File: config.mk
export PLATFORM = sky130hd
export DESIGN_NAME = sql_token_classifier
export DESIGN_NICKNAME = d
export VERILOG_FILES = /design/src/rtl/stc_pkg.sv /design/src/rtl/stc_scan.sv /design/src/rtl/sql_token_classifier.sv
export SDC_FILE = /design/constraint.sdc
export NUM_CORES = 1
export LEC_CHECK = 0
export BUFFER_PORTS_ARGS = -buffer_cell sky130_fd_sc_hd__buf_2
export CAP_MARGIN = 20
export CORE_UTILIZATION = 27
export CTS_CLUSTER_SIZE = 8
export DETAILED_ROUTE_END_ITERATION = 10
export PLACE_DENSITY = 0.48
export REMOVE_ABC_BUFFERS = 1
export SLEW_MARGIN = 20
export SYNTH_ARGS = -nofsm -noshare
export SYNTH_HDL_FRONTEND = slang
export SYNTH_HIERARCHICAL = 1
export SYNTH_SLANG_ARGS = --single-unit
File: constraint.sdc
create_clock -name clk -period 3.1 [get_ports clk]
set_input_delay 0.465 -clock clk [delete_from_list [all_inputs] [get_ports clk]]
set_output_delay 0.465 -clock clk [all_outputs]
set_load 0.02 [all_outputs]
File: src/rtl/stc_pkg.sv
// types, keyword tables and kind codes shared by the token classifier
package stc_pkg;

    localparam int KW_COUNT = 14;

    typedef logic [4:0] kind_t;
    typedef logic [3:0] pos_t;

    // keyword kinds are their index in the table, 0..13
    localparam kind_t KIND_INTEGER      = 5'd14;
    localparam kind_t KIND_LITERAL      = 5'd15;
    localparam kind_t KIND_IDENTIFIER   = 5'd16;
    localparam kind_t KIND_UNRECOGNIZED = 5'd17;

    localparam pos_t POS_SAT = 4'd9;

    localparam logic [7:0] CH_QUOTE = 8'h27;
    localparam logic [7:0] CH_LF    = 8'h0A;
    localparam logic [7:0] CH_CR    = 8'h0D;
    localparam logic [7:0] CH_UNDER = 8'h5F;

    // keyword text, right aligned: the first byte sits highest
    localparam logic [63:0] KW_TEXT [KW_COUNT] = '{
        64'("="), 64'("!="), 64'("<"), 64'("<="), 64'(">="), 64'(">"),
        64'("AND"), 64'("OR"), 64'("NOT"), 64'("IN"),
        64'("SELECT"), 64'("DISTINCT"), 64'("FROM"), 64'("WHERE")
    };

    localparam pos_t KW_LEN [KW_COUNT] = '{
        4'd1, 4'd2, 4'd1, 4'd2, 4'd2, 4'd1, 4'd3,
        4'd2, 4'd3, 4'd2, 4'd6, 4'd8, 4'd4, 4'd5
    };

    // one byte request handed from the input register to the scanner
    typedef struct packed {
        logic       take;
        logic [7:0] char_code;
        logic       is_last;
    } scan_req_t;

    function automatic logic is_digit(input logic [7:0] c);
        return (c >= 8'h30) && (c <= 8'h39);
    endfunction

    function automatic logic is_letter(input logic [7:0] c);
        return ((c >= 8'h61) && (c <= 8'h7A)) || ((c >= 8'h41) && (c <= 8'h5A));
    endfunction

endpackage

File: src/rtl/stc_scan.sv
// running token state and the per-byte classification logic
module stc_scan
(
    input  logic              clk,
    input  logic              rst_n,
    input  stc_pkg::scan_req_t req,
    output stc_pkg::kind_t    kind
);

    logic [stc_pkg::KW_COUNT-1:0] alive_reg, alive_next;
    stc_pkg::pos_t                pos_reg, pos_next;
    logic                         digits_reg, digits_next;
    logic                         ident_reg, ident_next;
    logic                         opened_reg, opened_next;
    logic                         nolb_reg, nolb_next;

    logic [stc_pkg::KW_COUNT-1:0] kw_hit;
    logic [stc_pkg::KW_COUNT-1:0] kw_done;
    stc_pkg::pos_t                kw_off [stc_pkg::KW_COUNT];
    logic                         first;
    logic                         is_quote;
    logic                         word_ch;

    // keyword byte compare at the current position
    always_comb
    begin
        for (int k = 0; k < stc_pkg::KW_COUNT; k++)
        begin
            kw_off[k]  = stc_pkg::KW_LEN[k] - 4'd1 - pos_reg;
            kw_hit[k]  = (pos_reg < stc_pkg::KW_LEN[k]) &&
                         (stc_pkg::KW_TEXT[k][{kw_off[k][2:0], 3'b000} +: 8] == req.char_code);
            kw_done[k] = alive_reg[k] && kw_hit[k] && (pos_reg == stc_pkg::KW_LEN[k] - 4'd1);
        end
    end

    always_comb
    begin
        first       = (pos_reg == '0);
        is_quote    = (req.char_code == stc_pkg::CH_QUOTE);
        word_ch     = stc_pkg::is_letter(req.char_code) || stc_pkg::is_digit(req.char_code) ||
                      (req.char_code == stc_pkg::CH_UNDER);
        alive_next  = alive_reg & kw_hit;
        digits_next = digits_reg & stc_pkg::is_digit(req.char_code);
        ident_next  = first ? stc_pkg::is_letter(req.char_code) : (ident_reg & word_ch);
        opened_next = first ? is_quote : opened_reg;
        nolb_next   = nolb_reg & (req.char_code != stc_pkg::CH_LF) &
                      (req.char_code != stc_pkg::CH_CR);
        pos_next    = (pos_reg < stc_pkg::POS_SAT) ? pos_reg + 4'd1 : stc_pkg::POS_SAT;
    end

    // lowest keyword index wins, then the general rules
    always_comb
    begin
        kind = stc_pkg::KIND_UNRECOGNIZED;
        if (digits_next)
            kind = stc_pkg::KIND_INTEGER;
        else if (opened_next && is_quote && !first && nolb_next)
            kind = stc_pkg::KIND_LITERAL;
        else if (ident_next)
            kind = stc_pkg::KIND_IDENTIFIER;
        for (int k = stc_pkg::KW_COUNT - 1; k >= 0; k--)
        begin
            if (kw_done[k])
                kind = stc_pkg::kind_t'(k);
        end
    end

    always_ff @(posedge clk or negedge rst_n)
    begin
        if (!rst_n)
        begin
            alive_reg  <= '1;
            pos_reg    <= '0;
            digits_reg <= 1'b1;
            ident_reg  <= 1'b1;
            opened_reg <= 1'b0;
            nolb_reg   <= 1'b1;
        end
        else if (req.take)
        begin
            if (req.is_last)
            begin
                alive_reg  <= '1;
                pos_reg    <= '0;
                digits_reg <= 1'b1;
                ident_reg  <= 1'b1;
                opened_reg <= 1'b0;
                nolb_reg   <= 1'b1;
            end
            else
            begin
                alive_reg  <= alive_next;
                pos_reg    <= pos_next;
                digits_reg <= digits_next;
                ident_reg  <= ident_next;
                opened_reg <= opened_next;
                nolb_reg   <= nolb_next;
            end
        end
    end

    a_pos_sat: assert property (@(posedge clk) disable iff (!rst_n)
        pos_reg <= stc_pkg::POS_SAT)
        else $error("token position ran past saturation");

    a_clear_after_last: assert property (@(posedge clk) disable iff (!rst_n)
        (req.take && req.is_last) |=> (pos_reg == '0 && alive_reg == '1))
        else $error("running state not cleared after last byte");

    a_alive_shrinks: assert property (@(posedge clk) disable iff (!rst_n)
        (req.take && !req.is_last) |=> ((alive_reg & ~$past(alive_reg)) == '0))
        else $error("keyword match bit came back mid token");

endmodule

File: src/rtl/sql_token_classifier.sv
// top level of the token classifier: input register, scanner, result register
//
//  channel  signals                         direction  request
//  -------  ------------------------------  ---------  ---------------------------
//  byte     byte_valid byte_stall           in         char_code, is_last
//  kind     kind_valid kind_stall           out        token_kind
//
// one byte request per cycle sustained while no last byte waits on a stalled
// kind; the last byte of a token sits in the input register, then its kind
// loads the result register
// the scanner state updates in the same cycle the byte leaves the input register
// rst_n clears the running token state and both valid flags at once
// a stalled kind only holds up last bytes; other bytes keep flowing
module sql_token_classifier
(
    input  logic           clk,
    input  logic           rst_n,
    input  logic           byte_valid,
    output logic           byte_stall,
    input  logic [7:0]     char_code,
    input  logic           is_last,
    output logic           kind_valid,
    input  logic           kind_stall,
    output logic [4:0]     token_kind
);

    // input register
    logic       in_v_reg;
    logic [7:0] char_reg;
    logic       last_reg;

    // result register
    logic            out_v_reg, out_v_next;
    stc_pkg::kind_t  kind_reg;

    logic               advance;
    logic               byte_acc;
    stc_pkg::scan_req_t req;
    stc_pkg::kind_t     kind_comb;

    // a held byte moves on unless it is a last byte facing a full, stalled result
    assign advance    = in_v_reg && (!last_reg || !out_v_reg || !kind_stall);
    assign byte_stall = in_v_reg && !advance;
    assign byte_acc   = byte_valid && !byte_stall;

    always_comb
    begin
        req.take      = advance;
        req.char_code = char_reg;
        req.is_last   = last_reg;
    end

    stc_scan u_scan
    (
        .clk   (clk),
        .rst_n (rst_n),
        .req   (req),
        .kind  (kind_comb)
    );

    always_ff @(posedge clk or negedge rst_n)
    begin
        if (!rst_n)
            in_v_reg <= 1'b0;
        else if (byte_acc)
            in_v_reg <= 1'b1;
        else if (advance)
            in_v_reg <= 1'b0;
    end

    always_ff @(posedge clk)
    begin
        if (byte_acc)
        begin
            char_reg <= char_code;
            last_reg <= is_last;
        end
    end

    always_comb
    begin
        out_v_next = out_v_reg;
        priority if (advance && last_reg)
            out_v_next = 1'b1;
        else if (!kind_stall)
            out_v_next = 1'b0;
        else
            out_v_next = out_v_reg;
    end

    always_ff @(posedge clk or negedge rst_n)
    begin
        if (!rst_n)
            out_v_reg <= 1'b0;
        else
            out_v_reg <= out_v_next;
    end

    always_ff @(posedge clk)
    begin
        if (advance && last_reg)
            kind_reg <= kind_comb;
    end

    assign kind_valid = out_v_reg;
    assign token_kind = kind_reg;

    a_stall_needs_item: assert property (@(posedge clk) disable iff (!rst_n)
        byte_stall |-> (in_v_reg && last_reg && out_v_reg))
        else $error("byte stall raised without a blocked last byte");

    a_no_overwrite: assert property (@(posedge clk) disable iff (!rst_n)
        (advance && last_reg) |-> (!out_v_reg || !kind_stall))
        else $error("pending kind overwritten");

    a_full_accept_moves: assert property (@(posedge clk) disable iff (!rst_n)
        (byte_acc && in_v_reg) |-> advance)
        else $error("byte accepted into an occupied input register");

endmodule
==> flow_summary_export.csv, run 1 <==
group,metric,value,unit
synthesis,synth_edf_count,14,
floorplan,design.die.area,12300,um^2
cts,cts_root_buf,"clkbuf_16",
power_and_ir_drop,cellLeakagePower,1.41,nW
route,drt_iter0_drc,283,
synthesis,synth_area,3200,um^2
floorplan,core_area,11500,um^2
layout,seqCellArea,1040,um^2
layout,final_common_cell,"nand2_1",
synthesis,synth-compound-area-share,0.197,
synthesis,syn-mean-instance-area,8.34,um^2
sta,relSlewSlack,0.414,
global_routing,antenna_found_initial,0,
placement,gp_congestion,0.923,
sta,finalCritPeriodShare,0.952,
synthesis,synth_area_leader_cell,"dfstp_2",
layout,most-common-layout-cells,"nand2_1 (34), nor2_1 (32), a21oi_1 (24), buf_4 (21), buf_2 (19)",
route,first_pass_iters,6,
cts,clock_latency,290,ps
worst_setup_path,required,3260,ps
sta,tns,0,ps
worst_setup_path,end_kind,"flop",
layout,final_core_util,0.321,
sta,report.final.slew_viol_count,0,
sta,worstMarginPinSlew,879,ps
worst_setup_path,worstSetupEndpoint,"token_kind[0]",
worst_setup_path,critPathLaunch,"u_scan/pos_reg[0]",
route,via_per_inst,5.39,
synthesis,yosys.area.top_type_share,0.139,
global_routing,grt.overflow.total,0,
power_and_ir_drop,power.clock.fraction,0.296,
synthesis,synth.area.top_cells,"dfstp_2 (14%), edfxtp_1 (13%), dfrtp_1 (5.5%)",
layout,area_growth,14.9,%
global_routing,grt_pass1_vias,2747,
route,drcViolationCount,0,
sta,fin_crit,2950,ps
synthesis,synth_xor_area_frac,0.0574,
synthesis,synth_cells,384,
flow_run,cap_violations,0,
worst_setup_path,rr_worst_depth,10,
power_and_ir_drop,switching_share,0.356,
cts,post-cts-setup-buffer-count,0,
cts,numCtsBuffers,5,
sta,grt_setup_unrepaired,"no",
sta,fmaxAchievable,0.339,GHz
synthesis,synth_flop_cell,"dfstp_2",
sta,setup_viol,0,
synthesis,synth.distinct_cells,65,
floorplan,std_cell_rows,39,
floorplan,fp.dieW,111,um
global_routing,grt_use_total,0.161,
worst_setup_path,critical_path_class,"reg -> reg",
cts,clockBufferDepth,2,
synthesis,ys_ff_latch,38,
layout,fill_cells,1189,
power_and_ir_drop,p_comb_frac,0.368,
power_and_ir_drop,p_per_area,532,nW/um^2
run_status,status,"complete, no violations",
placement,port_buffers,19,
placement,dpl.hpwl,7130,um
worst_setup_path,crit_chain,"inv_1 -> ha_1 -> buf_4 -> xor2_1 -> a2111o_1 -> a2111oi_4 -> o21bai_1 -> a311oi_1 -> o21ai_1 -> a31o_1",
synthesis,synthMuxAreaShare,0.0254,
synthesis,yosys.area_share.adder,0.0547,
sta,finClkSkew,7.29,ps
worst_setup_path,critical_path.max_fanout,16,
worst_setup_path,r2r-start,"u_scan/pos_reg[0]",
synthesis,synth_top_family_by_area,"simple AND/OR/NAND/NOR gates",
global_routing,grt_pass1_wl,15500,um
route,wl,9680,um
synthesis,yosys.area_share.simple,0.284,
route,wl_per_cell,17.8,um
power_and_ir_drop,switching_power,0.000697,W
cts,cts_tree,"done",
worst_setup_path,slowest_stage,"a2111o_1",
cts,cts.sinks,38,
worst_setup_path,reg2reg_slack,150,ps
cts,htree_levels,2,
power_and_ir_drop,p_int,0.00126,W
worst_setup_path,r2r_end,"token_kind[0]",
floorplan,fp.dieH,111,um
synthesis,ys_warn_count,6,
power_and_ir_drop,seqPwrFrac,0.336,
power_and_ir_drop,peakVddDrop,0.238,mV
route,vias,2938,
layout,antennaDiodeCount,0,
synthesis,synthArstFlopShare,0.632,
layout,multi_input_area,1990,um^2
worst_setup_path,worst_path_largest_cell_delay,480,ps
worst_setup_path,start_kind,"flop",
layout,drive_above_1_share,0.189,
cts,clk_pin_slew,60,ps
worst_hold_path,hold_class,"in -> async",
global_routing,grt_max_degree,34,
worst_setup_path,worst-path-stages,10,
worst_setup_path,cp.arrival,3110,ps
layout,final_nets,428,
floorplan,start_util,0.279,
route,drtAntennaViolNets,0,
floorplan,ios,20,
sta,hold_viol,0,
worst_setup_path,crit_family,"compound AO/OA/AOI/OAI gates",
layout,largest_register_ffs,14,
synthesis,seq_area_frac_synth,0.325,
worst_setup_path,path_buf_inv,2,
[logic make-up (layout without fill, tap and decap cells)]
kind of cell	after synthesis	after routing
buffers and inverters	43	61
adders and majority gates	14	14
AOI/OAI and AO/OA	91	91
DFF	38	38
and+or+nand+nor	169	169
xor gates and xnor gates	21	21
muxes	8	8
[layer usage]
layer / vias up / wire (um) / track usage
met5: - / 0 / 0
met4: 0 / 129 / 0.0373
met3: 9 / 462 / 0.0252
met2: 88 / 4370 / 0.254
met1: 1406 / 4720 / 0.229
li1: 1435 / - / -
[area by class of cell]
type	count	share of cell area
clock inverters	2	0.00918
multi-input cells	303	0.542
clock buffers	6	0.0350
well taps	143	0.0486
inverters	13	0.0133
flip-flops and latches	38	0.283
repair buffers	40	0.0687
[worst min path at each step]
stage                                   start                  end  cells after the start
after detailed placement  u_scan/alive_reg[4]  u_scan/alive_reg[4]                      2
final                                   rst_n           kind_valid                      1
after floorplan                         rst_n             in_v_reg                      0
after global placement    u_scan/alive_reg[1]  u_scan/alive_reg[1]                      2
after CTS                               rst_n           kind_valid                      1
after global routing                    rst_n             in_v_reg                      1
[worst register-to-register path: stages, from the launching register on]
cell and delay (ps):
dfrtp_1 450, inv_1 170, ha_1 280, buf_4 210, xor2_1 180, a2111o_1 480, a2111oi_4 460, o21bai_1 220
a311oi_1 80, o21ai_1 140, a31o_1 160
[power groups by stage]
stage          Sequential [W]  Clock, W  Combinational, W
5_1_grt              0.000666  0.000613          0.000792
3_5_place_dp         0.000665         0          0.000711
3_3_place_gp         0.000665         0          0.000712
2_1_floorplan        0.000674         0          0.000460
4_1_cts              0.000657  0.000595          0.000714
6_report             0.000658  0.000579          0.000721
[per-stage QoR]
| step | power, W | area (um^2) | setup WS (ps) | hold WS [ps] | instances |
|---|---|---|---|---|---|
| detailed placement | 0.00138 | 3510 | 199 | 458 | 537 |
| global placement | 0.00138 | 3510 | 262 | 450 | 537 |
| global route | 0.00207 | 3680 | 24.6 | 244 | 545 |
| finish | 0.00196 | 3680 | 150 | 173 | 545 |
| CTS | 0.00197 | 3670 | 186 | 213 | 545 |
| floorplan | 0.00113 | 3070 | 59.9 | 169 | 354 |
[Yosys cell counts, drive strengths merged, types with 10 or more instances]
| cell | instances |
|---|---|
| nand2 | 34 |
| nor2 | 33 |
| a21oi | 24 |
| dfstp | 17 |
| o21ai | 17 |
| clkbuf | 16 |
| nand3 | 15 |
| buf | 14 |
| edfxtp | 14 |
| ha | 14 |
| and3 | 13 |
| inv | 12 |
| xnor2 | 12 |
| nor3 | 10 |
[repair_timing]
| action | 4_1_cts | 5_1_grt |
|---|---|---|
| hold endpoints to repair | 0 | 0 |
| gates resized for setup | 0 | 1 |
| setup endpoints to repair | 0 | 3 |
| hold buffers | 0 | 0 |
No activity file was read; power rests on OpenSTA's default activity.
==> run 2: changes to the inputs <==
--- a/config.mk
+++ b/config.mk
@@ -10,7 +10,7 @@
 export CORE_UTILIZATION = 27
 export CTS_CLUSTER_SIZE = 8
 export DETAILED_ROUTE_END_ITERATION = 10
-export PLACE_DENSITY = 0.48
+export PLACE_DENSITY = 0.47
 export REMOVE_ABC_BUFFERS = 1
 export SLEW_MARGIN = 20
 export SYNTH_ARGS = -nofsm -noshare
==> constraint.sdc (replaced) <==
create_clock -name clk -period 3.5 [get_ports clk]
set_input_delay 0.525 -clock clk [delete_from_list [all_inputs] [get_ports clk]]
set_output_delay 0.525 -clock clk [all_outputs]
set_load 0.02 [all_outputs]
==> flow_summary_export.csv, run 2 (same netlist as run 1, synthesis figures left out) <==
group,metric,value,unit
run_status,status,"complete, no violations",
floorplan,core_area,11500,um^2
sta,fin_crit,3210,ps
layout,antennaDiodeCount,0,
route,drcViolationCount,0,
global_routing,use_met2,0.260,
cts,cts_hold_buf,0,
layout,drive_above_1_share,0.173,
layout,area_growth,12.1,%
global_routing,busiest_layer,"met2",
cts,cts.sinks,38,
global_routing,antenna_found_initial,0,
cts,htree_levels,2,
cts,post-cts-setup-buffer-count,0,
sta,fmaxAchievable,0.311,GHz
placement,gp_congestion,0.891,
global_routing,globalRouteMet3Util,0.0219,
worst_hold_path,hold_class,"in -> async",
global_routing,grt_pass1_vias,2833,
layout,largest_register_ffs,14,
floorplan,ios,20,
worst_setup_path,cp.arrival,3250,ps
route,first_pass_iters,5,
route,wl,9810,um
global_routing,grt_use_total,0.163,
sta,worstMarginPinSlew,804,ps
worst_setup_path,required,3540,ps
power_and_ir_drop,total_power,0.00165,W
sta,relSlewSlack,0.464,
layout,most-common-layout-cells,"nand2_1 (34), nor2_1 (32), a21oi_1 (24), buf_2 (19), dfstp_2 (17)",
worst_setup_path,end_kind,"flop",
cts,cts_tree,"done",
sta,finClkSkew,11.1,ps
sta,tns,0,ps
sta,setup_viol,0,
cts,clock_latency,290,ps
route,via_per_inst,5.48,
global_routing,grt.overflow.total,0,
layout,final_common_cell,"nand2_1",
floorplan,design.die.area,12300,um^2
worst_setup_path,critical_path.max_fanout,12,
cts,cts_root_buf,"clkbuf_16",
route,drt_iter0_drc,194,
sta,report.final.slew_viol_count,0,
power_and_ir_drop,peakVddDrop,0.193,mV
power_and_ir_drop,cellLeakagePower,1.35,nW
global_routing,grt_pass1_wl,16100,um
sta,hold_viol,0,
sta,grt_setup_unrepaired,"no",
cts,numCtsBuffers,5,
global_routing,grt_max_degree,34,
route,vias,2939,
sta,finalCritPeriodShare,0.918,
placement,dpl.hpwl,7100,um
cts,cts.repair.resized,0,
cts,clk_pin_slew,70,ps
route,wl_per_cell,18.3,um
flow_run,cap_violations,0,
worst_setup_path,start_kind,"flop",
floorplan,std_cell_rows,39,
layout,final_nets,419,
worst_setup_path,critical_path_class,"reg -> reg",
floorplan,fp.dieW,111,um
floorplan,fp.dieH,111,um
cts,clockBufferDepth,2,
floorplan,start_util,0.279,
global_routing,use_met1,0.229,
power_and_ir_drop,p_per_area,459,nW/um^2
placement,port_buffers,19,
route,drtAntennaViolNets,0,
==> run 2: per-stage QoR <==
step | instances | utilization | cell area (um^2) | hold WS [ps] | worst slack, ps
after floorplan | 354 | - | 3070 | 229 | 460
after global placement | 528 | 0.300 | 3440 | 454 | 346
after detailed placement | 528 | 0.300 | 3440 | 461 | 384
after CTS | 536 | 0.313 | 3580 | 279 | 360
after global routing | 536 | 0.313 | 3590 | 291 | 109
final | 536 | 0.313 | 3590 | 235 | 289
==> run 2: cell type report <==
| class | count | area, um^2 |
|---|---|---|
| fillers | 1175 | 7880 |
| multi-input cells | 303 | 1990 |
| flip-flops and latches | 38 | 1040 |
| repair buffers | 31 | 185 |
| well taps | 143 | 179 |
| clock buffers | 5 | 125 |
| inverters | 13 | 48.8 |
| clock inverters | 3 | 16.3 |
==> run 2: worst paths after layout <==
kind | cells after the start | from | slack [ps] | endpoint
setup / recovery | 9 | u_scan/pos_reg[0] | 290 | token_kind[4]
hold / removal | 1 | rst_n | 230 | u_scan/pos_reg[1]
setup reg to reg | 9 | u_scan/pos_reg[0] | 290 | token_kind[4]
hold reg to reg | 2 | u_scan/alive_reg[4] | 460 | u_scan/alive_reg[4]
max in group asynchronous | 1 | rst_n | 2880 | u_scan/pos_reg[2]
min in group clk | 1 | is_last | 410 | last_reg
==> run 2: critical path, stage by stage, from the launching register on <==
cell and delay (ps):
dfrtp_1 570, inv_1 230, ha_1 440, or2_2 320, and3_1 180, nor4b_1 570, nand3_1 180, o2111a_1 190
nor2b_1 150, nor3b_1 140
==> run 2: report_power, final <==
group	internal, W	leakage, nW	total (W)	switching, W
sequential	0.000528	0.402	0.000584	0.0000561
clock	0.000260	0.0672	0.000453	0.000193
combinational	0.000230	0.884	0.000612	0.000382
total	0.00102	1.35	0.00165	0.000631
==> run 2: per-layer routing <==
metal | vias to the layer above | wire length [um]
met1 | 1406 | 4560
li1 | 1420 | -
met2 | 98 | 4530
met4 | 0 | 240
met3 | 15 | 478
met5 | - | 0
